File: src/rtl/core/ctn_pkg.sv
// Package for the Cyrillic text normalizer.
// Holds the byte constants and the result word type used by the top level.
// Depends on nothing.
package ctn_pkg;

    localparam logic [7:0] BYTE_SPACE   = 8'h20;
    localparam logic [7:0] BYTE_TAB     = 8'h09;
    localparam logic [7:0] BYTE_CR      = 8'h0D;
    localparam logic [7:0] BYTE_LF      = 8'h0A;
    localparam logic [7:0] BYTE_UPPER_A = 8'h41;
    localparam logic [7:0] BYTE_UPPER_Z = 8'h5A;
    localparam logic [7:0] CASE_OFFSET  = 8'h20;
    localparam logic [7:0] LEAD_D0      = 8'hD0;
    localparam logic [7:0] LEAD_D1      = 8'hD1;
    localparam logic [7:0] YO_UPPER     = 8'h81;
    localparam logic [7:0] YO_LOWER     = 8'h91;
    localparam logic [7:0] YE_LOWER     = 8'hB5;
    localparam logic [7:0] CAP_LO_FIRST = 8'h90;
    localparam logic [7:0] CAP_LO_LAST  = 8'h9F;
    localparam logic [7:0] CAP_HI_FIRST = 8'hA0;
    localparam logic [7:0] CAP_HI_LAST  = 8'hAF;

    // One result word as it sits in the output buffer.
    typedef struct packed {
        logic [7:0] data;
        logic       has_byte;
        logic       run_last;
        logic       text_end;
    } res_t;

endpackage

File: src/rtl/core/ctn_if.sv
// Stream interfaces of the Cyrillic text normalizer: raw bytes in, normalized words out.
// Each carries valid, ready and the payload; depends on nothing.
interface ctn_raw_if;
    logic       valid;
    logic       ready;
    logic [7:0] in_byte;
    logic       in_last;

    modport source (output valid, output in_byte, output in_last, input ready);
    modport sink   (input valid, input in_byte, input in_last, output ready);
endinterface

interface ctn_norm_if;
    logic       valid;
    logic       ready;
    logic [7:0] out_byte;
    logic       out_valid;
    logic       run_last;
    logic       text_end;

    modport source (output valid, output out_byte, output out_valid, output run_last,
                    output text_end, input ready);
    modport sink   (input valid, input out_byte, input out_valid, input run_last,
                    input text_end, output ready);
endinterface

File: src/rtl/core/cyrillic_text_normalizer_top.sv
// Cyrillic text normalizer, top level. Uses ctn_pkg and the interfaces in ctn_if.sv.
// Folds case and whitespace of UTF-8 text, one byte per cycle while the output has room.

// The block takes one byte of UTF-8 text per cycle and gives the normalized text on the
// output channel: ASCII and Cyrillic capitals are lowercased, both Yo forms become D0 B5,
// and whitespace is trimmed at the ends and collapsed to one space inside. A byte is
// decided in the cycle it is accepted and its results (zero, one or two words) land in a
// two-entry output buffer, so results appear in the next cycle. The input is taken
// every cycle as long as each byte yields at most one word and the output is drained;
// a byte that yields two words holds the next byte back until one has drained, as the
// buffer drains one word per cycle. The final byte of a text always yields at least one
// word; the last carries text_end, and if nothing is left to send it has out_valid cleared.
module cyrillic_text_normalizer_top (
    input  logic           clk,
    input  logic           rst_n,
    ctn_raw_if.sink        raw,
    ctn_norm_if.source     norm
);

    typedef enum logic [1:0] {
        HELD_NONE = 2'd0,
        HELD_D0   = 2'd1,
        HELD_D1   = 2'd2
    } held_t;

    held_t            held_reg, held_next;
    logic             space_reg, space_next;
    logic             seen_reg, seen_next;
    logic [1:0]       cnt_reg, cnt_next;
    ctn_pkg::res_t    slot0_reg, slot0_next;
    ctn_pkg::res_t    slot1_reg, slot1_next;

    logic             accept;
    logic             drain;
    logic [1:0]       n;
    logic [1:0]       n_res;
    logic [7:0]       ob [0:1];
    logic             fresh_en;
    logic             is_ws;
    logic             empty_end;
    logic [7:0]       x;
    ctn_pkg::res_t    r0, r1;

    assign x      = raw.in_byte;
    assign drain  = norm.valid && norm.ready;
    assign raw.ready = (cnt_reg == 2'd0) || ((cnt_reg == 2'd1) && norm.ready);
    assign accept = raw.valid && raw.ready;

    assign is_ws = (x == ctn_pkg::BYTE_SPACE) || (x == ctn_pkg::BYTE_TAB) ||
                   (x == ctn_pkg::BYTE_CR) || (x == ctn_pkg::BYTE_LF);

    // Decide the words caused by the incoming byte and the state it leaves.
    always_comb
    begin
        n          = 2'd0;
        ob[0]      = 8'h00;
        ob[1]      = 8'h00;
        fresh_en   = 1'b1;
        held_next  = HELD_NONE;
        space_next = space_reg;
        seen_next  = seen_reg;

        unique case (held_reg)
            HELD_D0:
            begin
                if (x == ctn_pkg::YO_UPPER)
                begin
                    ob[0] = ctn_pkg::LEAD_D0;
                    ob[1] = ctn_pkg::YE_LOWER;
                    n = 2'd2;
                    fresh_en = 1'b0;
                end
                else if (x >= ctn_pkg::CAP_LO_FIRST && x <= ctn_pkg::CAP_LO_LAST)
                begin
                    ob[0] = ctn_pkg::LEAD_D0;
                    ob[1] = x + ctn_pkg::CASE_OFFSET;
                    n = 2'd2;
                    fresh_en = 1'b0;
                end
                else if (x >= ctn_pkg::CAP_HI_FIRST && x <= ctn_pkg::CAP_HI_LAST)
                begin
                    ob[0] = ctn_pkg::LEAD_D1;
                    ob[1] = x - ctn_pkg::CASE_OFFSET;
                    n = 2'd2;
                    fresh_en = 1'b0;
                end
                else
                begin
                    ob[0] = ctn_pkg::LEAD_D0;
                    n = 2'd1;
                end
            end
            HELD_D1:
            begin
                if (x == ctn_pkg::YO_LOWER)
                begin
                    ob[0] = ctn_pkg::LEAD_D0;
                    ob[1] = ctn_pkg::YE_LOWER;
                    n = 2'd2;
                    fresh_en = 1'b0;
                end
                else
                begin
                    ob[0] = ctn_pkg::LEAD_D1;
                    n = 2'd1;
                end
            end
            default:
            begin
            end
        endcase

        // A byte that is not the second half of a pair is handled on its own.
        if (fresh_en)
        begin
            if (is_ws)
            begin
                if (seen_reg)
                    space_next = 1'b1;
            end
            else
            begin
                if (space_reg && seen_reg)
                begin
                    ob[n[0]] = ctn_pkg::BYTE_SPACE;
                    n = n + 2'd1;
                end
                space_next = 1'b0;
                seen_next  = 1'b1;
                if (x == ctn_pkg::LEAD_D0)
                    held_next = HELD_D0;
                else if (x == ctn_pkg::LEAD_D1)
                    held_next = HELD_D1;
                else
                begin
                    if (x >= ctn_pkg::BYTE_UPPER_A && x <= ctn_pkg::BYTE_UPPER_Z)
                        ob[n[0]] = x + ctn_pkg::CASE_OFFSET;
                    else
                        ob[n[0]] = x;
                    n = n + 2'd1;
                end
            end
        end

        empty_end = 1'b0;
        if (raw.in_last)
        begin
            // A lead byte left alone at the end passes through unchanged.
            if (held_next == HELD_D0)
            begin
                ob[n[0]] = ctn_pkg::LEAD_D0;
                n = n + 2'd1;
            end
            else if (held_next == HELD_D1)
            begin
                ob[n[0]] = ctn_pkg::LEAD_D1;
                n = n + 2'd1;
            end
            empty_end  = (n == 2'd0);
            held_next  = HELD_NONE;
            space_next = 1'b0;
            seen_next  = 1'b0;
        end

        n_res = empty_end ? 2'd1 : n;

        r0.data     = ob[0];
        r0.has_byte = !empty_end;
        r0.run_last = (n_res == 2'd1);
        r0.text_end = raw.in_last && (n_res == 2'd1);
        r1.data     = ob[1];
        r1.has_byte = 1'b1;
        r1.run_last = 1'b1;
        r1.text_end = raw.in_last;
    end

    // Output buffer: a new byte is only taken when its words all fit.
    always_comb
    begin
        cnt_next   = cnt_reg;
        slot0_next = slot0_reg;
        slot1_next = slot1_reg;
        if (accept)
        begin
            cnt_next   = n_res;
            slot0_next = r0;
            slot1_next = r1;
        end
        else if (drain)
        begin
            cnt_next   = cnt_reg - 2'd1;
            slot0_next = slot1_reg;
        end
    end

    always_ff @(posedge clk or negedge rst_n)
    begin
        if (!rst_n)
        begin
            held_reg  <= HELD_NONE;
            space_reg <= 1'b0;
            seen_reg  <= 1'b0;
            cnt_reg   <= 2'd0;
        end
        else
        begin
            cnt_reg <= cnt_next;
            if (accept)
            begin
                held_reg  <= held_next;
                space_reg <= space_next;
                seen_reg  <= seen_next;
            end
        end
    end

    always_ff @(posedge clk)
    begin
        slot0_reg <= slot0_next;
        slot1_reg <= slot1_next;
    end

    assign norm.valid     = (cnt_reg != 2'd0);
    assign norm.out_byte  = slot0_reg.has_byte ? slot0_reg.data : 8'h00;
    assign norm.out_valid = slot0_reg.has_byte;
    assign norm.run_last  = slot0_reg.run_last;
    assign norm.text_end  = slot0_reg.text_end;

`ifndef ASSERT_OFF
    a_cnt_range: assert property (@(posedge clk) disable iff (!rst_n)
        cnt_reg != 2'd3)
        else $error("output buffer count out of range");

    a_pair_order: assert property (@(posedge clk) disable iff (!rst_n)
        cnt_reg == 2'd2 |-> (!slot0_reg.run_last && slot1_reg.run_last))
        else $error("two buffered words do not form one run");

    a_empty_marker: assert property (@(posedge clk) disable iff (!rst_n)
        (norm.valid && !norm.out_valid) |-> (norm.text_end && norm.run_last))
        else $error("empty word outside a text end");

    a_end_clears: assert property (@(posedge clk) disable iff (!rst_n)
        (accept && raw.in_last) |=> (held_reg == HELD_NONE && !seen_reg && !space_reg))
        else $error("state not cleared after text end");
`endif

endmodule
File: src/flat_wrapper.sv
// flat-port wrapper written by rule: the top's interface ports become plain ports
module cyrillic_text_normalizer_top_flat 
  (clk, rst_n, raw_valid, raw_in_byte, raw_in_last, raw_ready, norm_valid, norm_out_byte, norm_out_valid, norm_run_last, norm_text_end, norm_ready);
  ctn_raw_if raw_i ();
  ctn_norm_if norm_i ();
  input  logic clk;
  input  logic rst_n;
  input wire logic [$bits(raw_i.valid)-1:0] raw_valid;
  input wire logic [$bits(raw_i.in_byte)-1:0] raw_in_byte;
  input wire logic [$bits(raw_i.in_last)-1:0] raw_in_last;
  output wire logic [$bits(raw_i.ready)-1:0] raw_ready;
  output wire logic [$bits(norm_i.valid)-1:0] norm_valid;
  output wire logic [$bits(norm_i.out_byte)-1:0] norm_out_byte;
  output wire logic [$bits(norm_i.out_valid)-1:0] norm_out_valid;
  output wire logic [$bits(norm_i.run_last)-1:0] norm_run_last;
  output wire logic [$bits(norm_i.text_end)-1:0] norm_text_end;
  input wire logic [$bits(norm_i.ready)-1:0] norm_ready;
  assign raw_i.valid = raw_valid;
  assign raw_i.in_byte = raw_in_byte;
  assign raw_i.in_last = raw_in_last;
  assign raw_ready = raw_i.ready;
  assign norm_valid = norm_i.valid;
  assign norm_out_byte = norm_i.out_byte;
  assign norm_out_valid = norm_i.out_valid;
  assign norm_run_last = norm_i.run_last;
  assign norm_text_end = norm_i.text_end;
  assign norm_i.ready = norm_ready;
  cyrillic_text_normalizer_top u_core (.clk(clk), .rst_n(rst_n), .raw(raw_i), .norm(norm_i));
endmodule
File: config.mk
export PLATFORM = sky130hd
export DESIGN_NAME = cyrillic_text_normalizer_top_flat
export DESIGN_NICKNAME = d
export VERILOG_FILES = /design/src/rtl/core/ctn_pkg.sv /design/src/rtl/core/ctn_if.sv /design/src/rtl/core/cyrillic_text_normalizer_top.sv /design/src/flat_wrapper.sv
export SDC_FILE = /design/constraint.sdc
export NUM_CORES = 1
export LEC_CHECK = 0
export BUFFER_PORTS_ARGS = -buffer_cell sky130_fd_sc_hd__buf_2
export CORE_ASPECT_RATIO = 0.5
export CORE_MARGIN = 2
export CORE_UTILIZATION = 35
export CTS_CLUSTER_SIZE = 12
export DETAILED_ROUTE_END_ITERATION = 8
export SYNTH_ARGS = -nofsm -noshare
export SYNTH_HDL_FRONTEND = slang
export SYNTH_SLANG_ARGS = --single-unit
File: constraint.sdc
create_clock -name clk -period 3.6 [get_ports clk]
set_input_delay 0.54 -clock clk [delete_from_list [all_inputs] [get_ports clk]]
set_output_delay 0.54 -clock clk [all_outputs]
set_load 0.02 [all_outputs]
==> flow_metrics.py <==
metrics = {
    "yosys": {
        "ys_seq_area_frac": 0.338,
        "syn_nets": 280,
        "netlist_instances": 258,
        "syn-mean-instance-area_um2": 8.61,
        "yosysUniqueCellTypes": 65,
        "ys_ff_latch": 26,
        "synth_warnings": 0,
        "synth_ff_type": "sky130_fd_sc_hd__edfxtp_1",
        "number_of_synthesized_flops_with_an_enable_pin": 20,
        "synthArstFlopShare": 0.231,
        "syn_area_um2": 2220,
    },
    "power": {
        "power.density_cell_area_nw_per_um2": 492,
        "max-vdd-ir-drop_mv": 0.169,
        "power.static_leakage_nw": 1.01,
    },
    "placed_design": {
        "dp_hpwl_mm": 4.77,
        "gp_routability_congestion": 0.989,
        "portBuffers": 25,
    },
    "route": {
        "drt-pass1-iter-count": 5,
        "final_antenna_net_count": 0,
        "drc_errors": 0,
        "met2WireLength_mm": 2.50,
        "totalWireLength_mm": 6.22,
        "vias_per_cell": 5.81,
        "topRoutingLayerUsed": "met4",
        "drt-initial-drc-count": 284,
        "routed-wl-met3_um": 455,
        "average_routed_wire_per_standard_cell_um": 16.9,
        "routed-via-count": 2143,
        "wirelength_met1_mm": 3.21,
    },
    "sta": {
        "timing.clock.skew_ps": 6.27,
        "relSlewSlack": 0.545,
        "rsz0062_at_grt": "no",
        "max_slew.worst_pin.slew_ps": 681,
        "finalHoldViolations": 0,
        "period_needed_ps": 3300,
        "post-route-period-util": 0.916,
        "setup_viol_count_final": 0,
        "timing.setup.tns_ps": 0,
        "max_freq_mhz": 303,
        "timing_max_transition_violations_final": 0,
    },
    "die": {
        "initial_utilization": 0.364,
        "core_um2": 6110,
        "die_outline_area_um2": 7040,
        "floorplan.die.height_um": 60.3,
        "dieWidth_um": 117,
        "core.rowCount": 20,
        "design.portCount": 26,
    },
    "finish": {
        "multiInputGateArea_um2": 1330,
        "design.final.nets": 304,
        "antenna-diode-count": 0,
        "fill_cells": 618,
        "most-common-layout-cells": "sky130_fd_sc_hd__nand2_1 (28), sky130_fd_sc_hd__buf_2 (25), sky130_fd_sc_hd__a21oi_1 (23)",
        "finish.utilization": 0.418,
        "final_layout_size_suffix_gt1_frac": 0.189,
        "mostFrequentLayoutCell": "sky130_fd_sc_hd__nand2_1",
        "largest_reg_flops": 9,
        "layout-area-overhead-vs-synth_pct": 15.0,
        "sequential_cell_area_in_the_final_layout_um2": 751,
    },
    "cts": {
        "clk_pin_slew_worst_paths_ps": 70,
        "cts-htree-levels": 1,
        "post_cts_hold_buffer_count": 0,
        "cts_resized": 0,
        "cts_sinks": 26,
        "cts_made_buffers": 3,
        "clock_insertion_delay_worst_skew_ps": 270,
        "ctsLongestPathBuffers": 2,
        "tritoncts": "done",
        "cts.root.buffer_cell": "sky130_fd_sc_hd__clkbuf_16",
        "post_cts.repair.setup_buffers": 0,
    },
    "global_route": {
        "grt_pass1_vias": 1893,
        "global_route.overflow_total": 0,
        "grtUsageTotal": 0.183,
        "grt_start_max_net_pins": 18,
        "grt_pass1_wl_mm": 9.90,
        "antenna_found_initial": 0,
    },
    "run_status": {
        "run_status": "completed",
    },
    "worst_setup_path": {
        "critical_path_required_ps": 3730,
        "reg2regPathDepth": 12,
        "critPathCaptureType": "register",
        "startpoint_type": "register",
        "critPathArrivalTime_ps": 3430,
        "path_max_fanout": 9,
        "criticalPathCategory": "register to register",
    },
    "job": {
        "maxCapViolations": 0,
    },
    "worst_hold_path": {
        "min_path_type": "input port to async pin",
    },
}
power by group:
part	leakage, nW	total, W	switching (W)	internal (W)
sequential	0.267	0.000458	0.0000260	0.000432
combinational	0.693	0.000466	0.000302	0.000164
clock	0.0511	0.000331	0.000110	0.000222
total	1.01	0.00126	0.000437	0.000818
critical path, cell delays in order (launching register included):
cell and delay, ps:
sky130_fd_sc_hd__dfrtp_1 410, sky130_fd_sc_hd__inv_1 60, sky130_fd_sc_hd__ha_1 220, sky130_fd_sc_hd__or2_2 300
sky130_fd_sc_hd__o31a_1 180, sky130_fd_sc_hd__nand3_1 120, sky130_fd_sc_hd__ha_1 320, sky130_fd_sc_hd__inv_1 110
sky130_fd_sc_hd__o21ai_1 90, sky130_fd_sc_hd__a221oi_1 540, sky130_fd_sc_hd__nor3_1 220, sky130_fd_sc_hd__or4_1 500
sky130_fd_sc_hd__nand3_1 90
path summary, 6_finish.rpt:
path,slack (ps),from,endpoint
min in group clk,540,u_core.slot1_reg[5],u_core.slot0_reg[5]
worst max-delay path,300,u_core.held_reg[0],u_core.norm.text_end
max in group asynchronous,3370,rst_n,u_core.cnt_reg[1]
worst min register to register,540,u_core.slot1_reg[5],u_core.slot0_reg[5]
worst min-delay path,80,rst_n,u_core.held_reg[1]
worst max register to register,300,u_core.held_reg[0],u_core.norm.text_end
cells in the mapped netlist (all sizes together) (2+ instances only):
master	count	area share
or4	3	0.012
and3	2	0.0062
nor2b	5	0.014
dfrtp	6	0.068
o211ai	6	0.026
nand3	9	0.020
ha	9	0.051
a21oi	25	0.060
buf	9	0.024
nand4	2	0.0056
edfxtp	20	0.27
clkbuf	6	0.010
nand2b	2	0.0056
nor2	15	0.025
o211a	2	0.0090
o31ai	4	0.014
a21o	3	0.010
inv	17	0.029
nor3b	2	0.0068
o32a	2	0.0090
nand2	28	0.047
nor3	12	0.032
a31oi	3	0.0085
o2111ai	2	0.011
and2	12	0.034
a211oi	3	0.015
o21a	3	0.010
o31a	2	0.0079
o21ai	14	0.032
nor4	6	0.024
xnor2	2	0.0079
logic make-up (layout without fill, tap and decap cells):
group                      after synthesis  in the layout  share of synthesized area
and+or+nand+nor                        103            103                      0.257
AOI/OAI and AO/OA                       85             85                      0.278
buffers and inverters                   32             55                     0.0625
DFF                                     26             26                      0.338
adders and majority gates                9              9                     0.0507
xor gates and xnor gates                 2              2                    0.00789
muxes                                    1              1                    0.00507
metrics by stage:
| step | setup slack [ps] | cells | hold slack (ps) | cell area [um^2] | power (W) |
|---|---|---|---|---|---|
| finish | 303 | 369 | 82.8 | 2550 | 0.00126 |
| global route | 118 | 369 | 90.9 | 2550 | 0.00132 |
| CTS | 396 | 369 | 85.6 | 2550 | 0.00126 |
| detailed placement | 208 | 365 | 372 | 2450 | 0.000925 |
| global placement | 312 | 365 | 366 | 2450 | 0.000914 |
| floorplan | 445 | 258 | 244 | 2220 | 0.000780 |
final cells by class:
type | count | area share
clock buffers | 3 | 0.0294
clock inverters | 1 | 0.0118
inverters | 17 | 0.0250
multi-input cells | 200 | 0.521
flip-flops and latches | 26 | 0.294
well taps | 88 | 0.0431
repair buffers | 34 | 0.0755
layer usage:
metal,vias up,GRT usage
met5,-,0
met4,0,0.0521
met3,6,0.0243
met2,98,0.258
met1,1019,0.287
li1,1020,-
No activity file was read; power rests on OpenSTA's default activity.
